### config.mk
export PLATFORM = sky130hd
export DESIGN_NAME = crc64sc_regs
export DESIGN_NICKNAME = d
export VERILOG_FILES = /design/src/sv/crc64sc_pkg.sv /design/src/sv/crc64sc_regs.sv
export SDC_FILE = /design/constraint.sdc
export NUM_CORES = 1
export LEC_CHECK = 0
export BUFFER_PORTS_ARGS = -buffer_cell sky130_fd_sc_hd__buf_2
export CORE_ASPECT_RATIO = 1.75
export CORE_UTILIZATION = 45
export DETAILED_ROUTE_END_ITERATION = 12
export GPL_ROUTABILITY_DRIVEN = 0
export PLACE_DENSITY = 0.77
export SETUP_SLACK_MARGIN = 0.02
export SLEW_MARGIN = 20
export SYNTH_ARGS = -nofsm -noshare
export SYNTH_HDL_FRONTEND = slang
export SYNTH_SLANG_ARGS = --single-unit
### constraint.sdc
create_clock -name clk -period 1.04 [get_ports clk]
set_input_delay 0.052 -clock clk [delete_from_list [all_inputs] [get_ports clk]]
set_output_delay 0.052 -clock clk [all_outputs]
set_load 0.02 [all_outputs]
### src/sv/crc64sc_pkg.sv
// ----------------------------------------------------------------------------
// CRC-64 stream checker package
// Types, register indexes and reset values shared by the checker's modules.
// ----------------------------------------------------------------------------
`timescale 1ns / 1ps

package crc64sc_pkg;

	localparam int CRC_W  = 64;
	localparam int BYTE_W = 8;
	localparam int ADDR_W = 5;
	localparam int IDX_W  = 2;

	localparam logic [CRC_W-1:0] POLY_RESET = 64'h42F0_E1EB_A9EA_3693;
	localparam logic [CRC_W-1:0] INIT_RESET = 64'hFFFF_FFFF_FFFF_FFFF;
	localparam logic [CRC_W-1:0] FXOR_RESET = 64'hFFFF_FFFF_FFFF_FFFF;

	// Register indexes; each register sits at byte address 8 * index.
	localparam logic [IDX_W-1:0] REG_POLY = 2'd0;
	localparam logic [IDX_W-1:0] REG_INIT = 2'd1;
	localparam logic [IDX_W-1:0] REG_FXOR = 2'd2;

	localparam logic [ADDR_W-1:0] ADDR_POLY = 5'd0;
	localparam logic [ADDR_W-1:0] ADDR_INIT = 5'd8;
	localparam logic [ADDR_W-1:0] ADDR_FXOR = 5'd16;

	typedef struct packed {
		logic [CRC_W-1:0] polynomial;
		logic [CRC_W-1:0] initial_value;
		logic [CRC_W-1:0] final_xor;
	} cfg_t;

	typedef struct packed {
		logic              has_byte;
		logic [BYTE_W-1:0] payload_byte;
		logic              last_byte;
		logic [CRC_W-1:0]  expected_crc;
	} item_t;

endpackage

### src/sv/crc64sc_regs.sv
// ----------------------------------------------------------------------------
// CRC-64 configuration registers
// APB register file holding the polynomial, initial value and final XOR.
// ----------------------------------------------------------------------------
`timescale 1ns / 1ps

module crc64sc_regs (
	input  logic                            clk,
	input  logic                            arst_n,
	input  logic                            psel,
	input  logic                            penable,
	input  logic                            pwrite,
	input  logic [crc64sc_pkg::ADDR_W-1:0]  paddr,
	input  logic [crc64sc_pkg::CRC_W-1:0]   pwdata,
	output logic [crc64sc_pkg::CRC_W-1:0]   prdata,
	output logic                            pready,
	output crc64sc_pkg::cfg_t               cfg
);
	import crc64sc_pkg::*;

	logic [IDX_W-1:0] reg_idx;
	logic             wr_en;
	cfg_t             cfg_q;

	// Registers are 8 bytes apart; the low address bits are ignored.
	assign reg_idx = paddr[ADDR_W-1:3];
	assign pready  = 1'b1;
	assign wr_en   = psel & penable & pwrite & pready;

	always_ff @(posedge clk or negedge arst_n) begin
		if (!arst_n) begin
			cfg_q.polynomial    <= POLY_RESET;
			cfg_q.initial_value <= INIT_RESET;
			cfg_q.final_xor     <= FXOR_RESET;
		end else if (wr_en) begin
			unique case (reg_idx)
				REG_POLY: cfg_q.polynomial    <= pwdata;
				REG_INIT: cfg_q.initial_value <= pwdata;
				REG_FXOR: cfg_q.final_xor     <= pwdata;
				default: ;
			endcase
		end
	end

	always_comb begin
		unique case (reg_idx)
			REG_POLY: prdata = cfg_q.polynomial;
			REG_INIT: prdata = cfg_q.initial_value;
			REG_FXOR: prdata = cfg_q.final_xor;
			default:  prdata = '0;
		endcase
	end

	assign cfg = cfg_q;

endmodule

After elaboration in Yosys (flattened, before gate mapping)
Index checks and enable logic that the tools add are counted.
{ "op_classes": {"mux": 1, "reduce_logical": 4, "eq_ne": 2, "order_cmp": 0, "n_shift": 0, "n_bitwise": 2, "div": 0, "mul": 0, "addsub": 0} }
{ "ops": {"columns": ["cell", "n"], "rows": [
  ["$pmux W64 S3", 1],
  ["$reduce_and A2 Y1", 3],
  ["$and A1 B1 Y1", 2],
  ["$eq A2 B1 Y1 const B", 1],
  ["$eq A2 B2 Y1 const B", 1],
  ["$logic_not A2 Y1", 1]
]} }
{ "word_totals": {"n_memories": 0, "wordCells": 12, "latch_bits": 0, "rom_bits": 0, "regBits": 192, "mem_bits_rw": 0, "output_inout_bits": 257} }

Depth between registers and ports, before layout
Gate-level depths: netlist of the first run.
{ "depth": {"depth_word": 3, "ltp_mapped": 6, "depth_no_buf": 3} }

Worst setup path after synthesis of the first run
No wires, ideal clock.
{ "synth_timing": {"path_kind": "input to register", "from": "in pwrite", "to": "reg cfg_q (netlist bit cfg[153])", "n_path_buf": 1, "slack_ps": -219, "t_arrival_ps": 1134, "path_stages": 4, "t_required_ps": 915, "path_cell_list": "nand3_1 > nor3_2 > buf_2 > mux2_2"} }
{ "synth_between": {"elab_chain_len": 2} }
{ "synth_lines": {"columns": ["item", "line_no", "rtl"], "rows": [
  ["from (decl)", "crc64sc_regs.sv:12", "input logic pwrite,"],
  ["$and A1 B1 Y1", "crc64sc_regs.sv:28", "assign wr_en = psel & penable & pwrite & pready;"],
  ["$reduce_and A2 Y1 (no source line)", null, null],
  ["to (decl)", "crc64sc_regs.sv:23", "cfg_t cfg_q;"]
]} }
No other way between the ends.
A chain may end at the register's enable or synchronous reset.

Worst setup path after layout of the first run
{ "layout_timing": {"from": "reg cfg_q (netlist bit cfg[168])", "to": "out prdata[40] (netlist bit)"} }
{ "layout_between": {"elab_chain_len": 1} }
{ "layout_lines": {"columns": ["item", "line_no", "rtl"], "rows": [
  ["$pmux W64 S3", "crc64sc_regs.sv:46", "unique case (reg_idx)"],
  ["to (decl)", "crc64sc_regs.sv:15", "output logic [crc64sc_pkg::CRC_W-1:0] prdata,"]
]} }
No other way between the ends.

==> results of run 1 <==
==> area by class of cell <==
cell class / count / area share
Timing Repair Buffer: 575 / 0.360
Sequential cell: 192 / 0.322
Multi-Input combinational cell: 390 / 0.261
Clock buffer: 18 / 0.0283
Tap cell: 241 / 0.0194
Clock inverter: 14 / 0.00934
Antenna cell: 1 / 0.000161
==> worst max-delay path by stage <==
stage,slack (ns),end,start,cells past startpoint
2_1_floorplan,-0.13,cfg[100],pwrite,5
3_3_place_gp,-0.30,cfg[50],pwrite,6
3_5_place_dp,-0.30,cfg[91],pwrite,5
4_1_cts,-0.44,prdata[46],cfg[110],3
5_1_grt,-0.51,prdata[40],cfg[168],3
6_report,-0.47,prdata[40],cfg[168],3
==> worst max-delay path, stage by stage (launching register included) <==
cell and delay [ns]:
dfstp_2 0.59, mux2i_4 0.10, o21ai_2 0.21, buf_6 0.15
==> routing by layer <==
metal  vias up  GRT usage  share of wire
li1       3317          -              -
met1      4063      0.338           0.34
met2       416      0.595           0.55
met3       138     0.0578          0.051
met4         0      0.192          0.055
met5         -          0              0
==> report_power, final <==
group | total [uW] | leakage (uW) | internal (uW) | switching, uW
clock network | 6470 | 0.000284 | 3270 | 3200
registers | 12200 | 0.00207 | 10300 | 1910
logic | 15800 | 0.00491 | 8610 | 7150
==> per-stage QoR <==
| stage | setup slack, ns | power [uW] | util |
|---|---|---|---|
| floorplan | -0.128 | 17700 | - |
| global placement | -0.303 | 21400 | 0.603 |
| detailed placement | -0.300 | 21700 | 0.603 |
| CTS | -0.445 | 32500 | 0.781 |
| global route | -0.507 | 35600 | 0.809 |
| finish | -0.474 | 34500 | 0.809 |
==> cells in the final DEF (no fill, tap or decap), drive strengths merged, types with 6 or more instances in the layout <==
cell type and n:
inv 7, nand2 64, dfrtp 31, clkbuf 18
clkinv 6, o21ai 64, dfstp 161, dlygate4sd3 65
mux2 192, buf 510, mux2i 64
==> repair_timing <==
| item | CTS | global route |
|---|---|---|
| pin swaps | 22 | 14 |
| setup endpoints to repair | 256 | 256 |
| buffers inserted | 78 | 95 |
| hold endpoints to repair | 266 | 0 |
| hold buffers | 65 | 0 |
| resized for setup | 505 | 106 |
==> kinds of logic (layout without fill, tap and decap cells) <==
kind of cell,count (synthesis),in the layout,synth area share
mux,256,256,0.338
flops,192,192,0.567
simple gates,69,69,0.0314
compound gates,64,64,0.0363
buf+inv,42,607,0.0269
other cells,1,2,0.000424
==> summary.md, run 1 <==
| Metric | Value |
|---|---|
| I/O pin total | 331 |
| Pleak | 0.00726 uW |
| Ys flop type | dfstp_2 |
| Synth area leader | dfstp_2 |
| CP Capture Type | output pin |
| Slew Viols, Final | 0 |
| Clk pin slew, worst setup/hold paths | 0.08 ns |
| Via count | 7934 |
| DRC viols | 0 |
| H-tree levels | 4 |
| Max FFs per register | 192 |
| Worst path arrival time | 1.46 ns |
| Final period utilization | 1.46 |
| Max-Cap Viols | 0 |
| Area of the multi-input gates | 4050 sq um |
| Pin count of the biggest net entering global routing | 55 |
| Root buf cell | clkbuf_16 |
| Worst path required time | 0.99 ns |
| Clk buf depth | 2 |
| Worst Tran Pin Value | 0.702 ns |
| Non-filler cells, final | 1431 |
| Initial antenna violation count | 1 |
| First-pass GRT wire length | 48800 um |
| Vias in the first global route | 8652 |
| Final Hold Vio Count | 0 |
| CTS sink count | 192 |
| Antenna-violating nets left | 0 |
| Post-synth EDFFs | 0 |
| CTS tree | yes |
| Die area | 20200 sq um |
| Max Freq | 661 MHz |
| Area growth syn-to-layout | 75.8% |
| CP startpoint kind | register |
| Netlist cell types | 19 |
| Min setup slack post-route | -0.474 ns |
| Placed cells | 1212 |
| Placed Area | 11600 sq um |
| Die Y | 187 um |
| Mapped Nets | 698 |
| # port buffers | 326 |
| Synth async-reset ratio | 1.00 |
| Die X-Extent | 108 um |
| RSZ-0062 raised after global routing | yes |
| FF-to-FF Start | cfg[84] |
| Hold Path Class | in2async |
| Detail Placement HPWL | 17800 um |
| Placement Rows | 67 |
| Worst reg-to-reg setup slack | -0.12 ns |
| Peak VDD IR | 0.00131 V |
| Fin area | 15500 sq um |
| Synth top area cells | dfstp_2 (48%), mux2_2 (16%), dfrtp_1 (8.8%), mux2_4 (8.5%), mux2i_1 (7.3%) |
| Final setup violation count | 258 |
| Vias per cell | 5.54 |
| Crit Path Class | reg2out |
| Cts bufs inserted | 17 |
| Overall routed net length | 35600 um |
| Register area share after synthesis | 0.567 |
| Skew-Pair Late Insertion Delay | 0.41 ns |
| Clk_skew | 0 ns |
| Layout cells sized above 1 | 0.823 |
| First-pass DRT Iterations | 5 |
| Crit Path Max Fanout | 2 |
| Overflow after GRT | 0 |
| Syn. warnings | 0 |
| Total GRT Usage | 0.325 |
| RR Endpoint | cfg[84] |
| Core area | 19200 sq um |
| Power per cell area | 2220 nW/um^2 |
| Status | finished, violations left |
| Worst reg2reg path depth | 5 |
| Commonest cells post-synth | dfstp_2 (161), mux2_2 (126), mux2i_1 (64), nand2_1 (64), o21ai_0 (64) |
| Post-Syn Area | 8840 sq um |
| Hold slack | 0.0525 ns |
| Area taken by flip-flops and latches | 5010 sq um |
| Syn Area/Cell | 14.2 sq um |
| Yosys reg bits | 192 |
| Initial core utilization | 0.460 |
| Fillers | 921 |
| Synthesized instance count | 624 |
| Sum Neg Setup Slack | -54.17 ns |
| Period minus WS final | 1.51 ns |
| Area share of the largest cell type after synthesis | 0.479 |
| Top-count cell post-synth | dfstp_2 |
| Failing checks | setup timing |
| DRT iter0 DRCs | 406 |
| Wire per inst | 24.9 um |
| Final nets | 1250 |
| Slew HR | 0.532 |
(Power assumes the default switching activity.)
==> run 2, diff against run 1 <==
--- a/config.mk
+++ b/config.mk
@@ -7,10 +7,10 @@
 export LEC_CHECK = 0
 export BUFFER_PORTS_ARGS = -buffer_cell sky130_fd_sc_hd__buf_2
 export CORE_ASPECT_RATIO = 1.75
-export CORE_UTILIZATION = 45
+export CORE_UTILIZATION = 50
 export DETAILED_ROUTE_END_ITERATION = 12
 export GPL_ROUTABILITY_DRIVEN = 0
-export PLACE_DENSITY = 0.77
+export PLACE_DENSITY = 0.84
 export SETUP_SLACK_MARGIN = 0.02
 export SLEW_MARGIN = 20
 export SYNTH_ARGS = -nofsm -noshare
==> summary.md, run 2 (synthesized netlist as in run 1, its figures left out) <==
| Metric | Value |
|---|---|
| Status | finished, violations left |
| Failing checks | setup timing |
| Met2 wire len | 20100 um |
| Overflow after GRT | 0 |
| Vias in the first global route | 8744 |
| Max-Cap Viols | 0 |
| Slew HR | 0.527 |
| Placed Area | 11500 sq um |
| Core area | 17400 sq um |
| Root buf cell | clkbuf_16 |
| Non-filler cells, final | 1427 |
| Vias per cell | 5.84 |
| CP Capture Type | output pin |
| Pin count of the biggest net entering global routing | 40 |
| I/O pin total | 331 |
| WL met1 | 13300 um |
| Initial core utilization | 0.508 |
| First-pass DRT Iterations | 5 |
| CTS sink count | 192 |
| Via count | 8333 |
| Overall routed net length | 38700 um |
| Skew-Pair Late Insertion Delay | 0.42 ns |
| Area growth syn-to-layout | 77.1% |
| Max Used Layer | met4 |
| CP startpoint kind | register |
| Min setup slack post-route | -0.495 ns |
| Clk buf depth | 2 |
| Power per cell area | 2260 nW/um^2 |
| Crit Path Max Fanout | 3 |
| Fin area | 15700 sq um |
| Max Freq | 652 MHz |
| Hold Path Class | in2async |
| Crit Path Class | reg2out |
| Period minus WS final | 1.53 ns |
| DR WL met3 | 2550 um |
| CP bufs+invs | 1 |
| Initial antenna violation count | 1 |
| Die area | 18200 sq um |
| Most common cell after layout, fill and taps aside | buf_6 |
| Cts bufs inserted | 17 |
| Sum Neg Setup Slack | -57.73 ns |
| First-pass GRT wire length | 52100 um |
| H-tree levels | 4 |
| Final Hold Vio Count | 0 |
| Wire per inst | 27.1 um |
| Die X-Extent | 102 um |
| Slowest library cell on the worst path | dfstp_2 |
| Final setup violation count | 266 |
| Cell chain of the critical path | nand2_1 > o21ai_2 > buf_6 |
| Top delay family on crit path | flip-flops |
| Final period utilization | 1.48 |
| Most frequent cells in the layout | buf_6 (307), dfstp_2 (161), buf_4 (113), mux2_2 (112), buf_2 (82) |
| Layout cells sized above 1 | 0.831 |
| Worst Tran Pin Value | 0.710 ns |
| Peak VDD IR | 0.00159 V |
| Max FFs per register | 192 |
| Placed cells | 1194 |
| Detail Placement HPWL | 17600 um |
| # port buffers | 326 |
| Slew Viols, Final | 0 |
| RSZ-0062 raised after global routing | yes |
| Total GRT Usage | 0.392 |
| Pleak | 0.00729 uW |
| Worst path arrival time | 1.48 ns |
| CP peak stage delay | 0.64 ns |
| Clk pin slew, worst setup/hold paths | 0.09 ns |
| Placement Rows | 64 |
| DRT iter0 DRCs | 513 |
| Final Total Pwr | 35400 uW |
| Worst path required time | 0.99 ns |
| Die Y | 178 um |
| Antenna-violating nets left | 0 |
| Clk_skew | 0 ns |
| Final nets | 1256 |
| CTS tree | yes |
| DRC viols | 0 |
-- run 2: through the flow --
stage          hold WS (ns)  setup slack [ns]   util
6_report             0.0979            -0.495  0.901
5_1_grt               0.104            -0.579  0.901
4_1_cts              0.0997            -0.413  0.863
3_5_place_dp      -0.000617            -0.271  0.662
3_3_place_gp       -0.00933            -0.285  0.662
2_1_floorplan        -0.244            -0.128      -
-- run 2: final timing paths --
kind,startpoint,endpoint,slack (ns),depth (start not counted)
worst max-delay path,cfg[31],prdata[31],-0.49,3
worst min-delay path,arst_n,cfg[189],0.1,2
worst max register to register,cfg[175],cfg[175],-0.09,4
worst min register to register,cfg[187],cfg[187],0.57,1
max in group asynchronous,arst_n,cfg[27],0.30,3
min in group clk,paddr[4],cfg[159],0.28,4
-- run 2: cell type report --
cell class              count  area, sq um
clock buffers              18          429
flip-flops and latches    192         5010
diodes                      1         2.50
fillers                   590         1730
multi-input cells         390         4100
clock inverters            14          170
repair buffers            581         5650
well taps                 231          289
-- run 2: report_power, final --
part           switching [uW]  internal [uW]
combinational            7370           8730
clock                    3440           3470
sequential               2080          10300
-- run 2: per-layer routing --
layer	global-route usage	vias to the layer above
met2	0.662	567
met4	0.249	0
met1	0.436	4229
li1	-	3328
met5	0	-
met3	0.0918	209
-- run 2: what timing repair did --
| item | 4_1_cts | 5_1_grt |
|---|---|---|
| gates resized for setup | 503 | 127 |
| hold buffers | 65 | 0 |
| endpoints found under the hold margin | 246 | 0 |
| setup buffers | 87 | 103 |
| setup endpoints to repair | 256 | 256 |
| pin swaps | 15 | 44 |
==> run 3, diff against run 2 <==
--- a/config.mk
+++ b/config.mk
@@ -8,6 +8,7 @@
 export BUFFER_PORTS_ARGS = -buffer_cell sky130_fd_sc_hd__buf_2
 export CORE_ASPECT_RATIO = 1.75
 export CORE_UTILIZATION = 50
+export CTS_BUF_LIST = sky130_fd_sc_hd__clkbuf_16
 export DETAILED_ROUTE_END_ITERATION = 12
 export GPL_ROUTABILITY_DRIVEN = 0
 export PLACE_DENSITY = 0.84
==> summary.md, run 3 (synthesized netlist as in run 1, its figures left out) <==
| Metric | Value |
|---|---|
| Core area | 17400 sq um |
| Final period utilization | 1.48 |
| First-pass DRT Iterations | 5 |
| Worst Tran Pin Value | 0.720 ns |
| CP bufs+invs | 1 |
| Clk_skew | 0 ns |
| Worst path required time | 0.99 ns |
| Overflow after GRT | 0 |
| Die X-Extent | 102 um |
| Max FFs per register | 192 |
| Crit Path Class | reg2out |
| Hold Path Class | in2async |
| CP Capture Type | output pin |
| Detail Placement HPWL | 17600 um |
| DR WL met3 | 2510 um |
| Skew-Pair Late Insertion Delay | 0.41 ns |
| First-pass GRT wire length | 52100 um |
| Period minus WS final | 1.54 ns |
| Vias in the first global route | 8744 |
| Die Y | 178 um |
| Max Used Layer | met4 |
| Min setup slack post-route | -0.500 ns |
| Pleak | 0.00729 uW |
| Met2 wire len | 20300 um |
| Slew HR | 0.520 |
| Antenna-violating nets left | 0 |
| Root buf cell | clkbuf_16 |
| Clk buf depth | 2 |
| Most frequent cells in the layout | buf_6 (307), dfstp_2 (161), buf_4 (113), mux2_2 (112), buf_2 (82) |
| Layout cells sized above 1 | 0.831 |
| Cell chain of the critical path | nand2_1 > o21ai_2 > buf_6 |
| Worst path arrival time | 1.49 ns |
| Failing checks | setup timing |
| Initial core utilization | 0.508 |
| Slowest library cell on the worst path | dfstp_2 |
| CTS sink count | 192 |
| RSZ-0062 raised after global routing | yes |
| Sum Neg Setup Slack | -57.27 ns |
| Pin count of the biggest net entering global routing | 40 |
| CTS tree | yes |
| H-tree levels | 4 |
| Status | finished, violations left |
| Crit Path Max Fanout | 3 |
| Area growth syn-to-layout | 77.1% |
| Initial antenna violation count | 1 |
| Power per cell area | 2260 nW/um^2 |
| Top delay family on crit path | flip-flops |
| DRT iter0 DRCs | 471 |
| Final Hold Vio Count | 0 |
| Peak VDD IR | 0.00159 V |
| # port buffers | 326 |
| CP peak stage delay | 0.64 ns |
| DRC viols | 0 |
| Final setup violation count | 266 |
| Placement Rows | 64 |
| Cts bufs inserted | 17 |
| Final Total Pwr | 35400 uW |
| Clk pin slew, worst setup/hold paths | 0.09 ns |
| Overall routed net length | 38700 um |
| Total GRT Usage | 0.392 |
| I/O pin total | 331 |
| CP startpoint kind | register |
| Wire per inst | 27.1 um |
| Max-Cap Viols | 0 |
| Most common cell after layout, fill and taps aside | buf_6 |
| Via count | 8335 |
| Vias per cell | 5.84 |
| WL met1 | 13300 um |
| Die area | 18200 sq um |
| Final nets | 1256 |
| Slew Viols, Final | 0 |
| Max Freq | 649 MHz |
run 3: changes by cell type in the layout (fill, tap and decap cells not counted), sizes merged:
cell and change:
clkbuf -1, inv +1
run 3: final timing paths:
| check | from | to | slack, ns | depth (start not counted) |
|---|---|---|---|---|
| worst max register to register | cfg[175] | cfg[175] | -0.09 | 4 |
| worst max-delay path | cfg[31] | prdata[31] | -0.50 | 3 |
| min in group clk | paddr[4] | cfg[159] | 0.29 | 4 |
| worst min register to register | cfg[187] | cfg[187] | 0.56 | 1 |
| worst min-delay path | arst_n | cfg[189] | 0.10 | 2 |
| max in group asynchronous | arst_n | cfg[27] | 0.30 | 3 |
run 3: power by group:
group / leakage (uW) / switching (uW) / total [uW] / internal, uW
Clock: 0.000298 / 3440 / 6900 / 3460
Combinational: 0.00493 / 7380 / 16100 / 8730
Sequential: 0.00207 / 2080 / 12400 / 10300
run 3: worst reg2reg max path, stage by stage, from the launching register on:
cell	delay [ns]
dfstp_2	0.39
buf_4	0.14
buf_6	0.12
buf_4	0.13
mux2_2	0.28
run 3: per-stage QoR:
| stage | worst slack [ns] | hold slack [ns] | cells | area (sq um) | util |
|---|---|---|---|---|---|
| 2_1_floorplan | -0.128 | -0.244 | 624 | 9290 | - |
| 3_3_place_gp | -0.285 | -0.00933 | 1194 | 11500 | 0.662 |
| 3_5_place_dp | -0.271 | -0.000617 | 1194 | 11500 | 0.662 |
| 4_1_cts | -0.413 | 0.0997 | 1377 | 15000 | 0.863 |
| 5_1_grt | -0.579 | 0.104 | 1427 | 15700 | 0.901 |
| 6_report | -0.500 | 0.103 | 1427 | 15700 | 0.901 |
run 3: repair_timing:
item                                    CTS  global route
endpoints found under the setup margin  256           256
resized for setup                       503           127
setup buffers                            87           103
endpoints found under the hold margin   246             0
pin swaps                                15            44
hold buffers                             65             0
run 3: layout make-up:
type                    count  area, sq um
well taps                 231          289
multi-input cells         390         4100
repair buffers            581         5650
fillers                   590         1730
clock inverters            15          174
clock buffers              17          425
flip-flops and latches    192         5010
diodes                      1         2.50
run 3: metal layers:
layer  global-route usage  vias to the layer above
met1                0.436                     4235
met2                0.662                      571
met5                    0                        -
met4                0.249                        0
li1                     -                     3329
met3               0.0918                      200
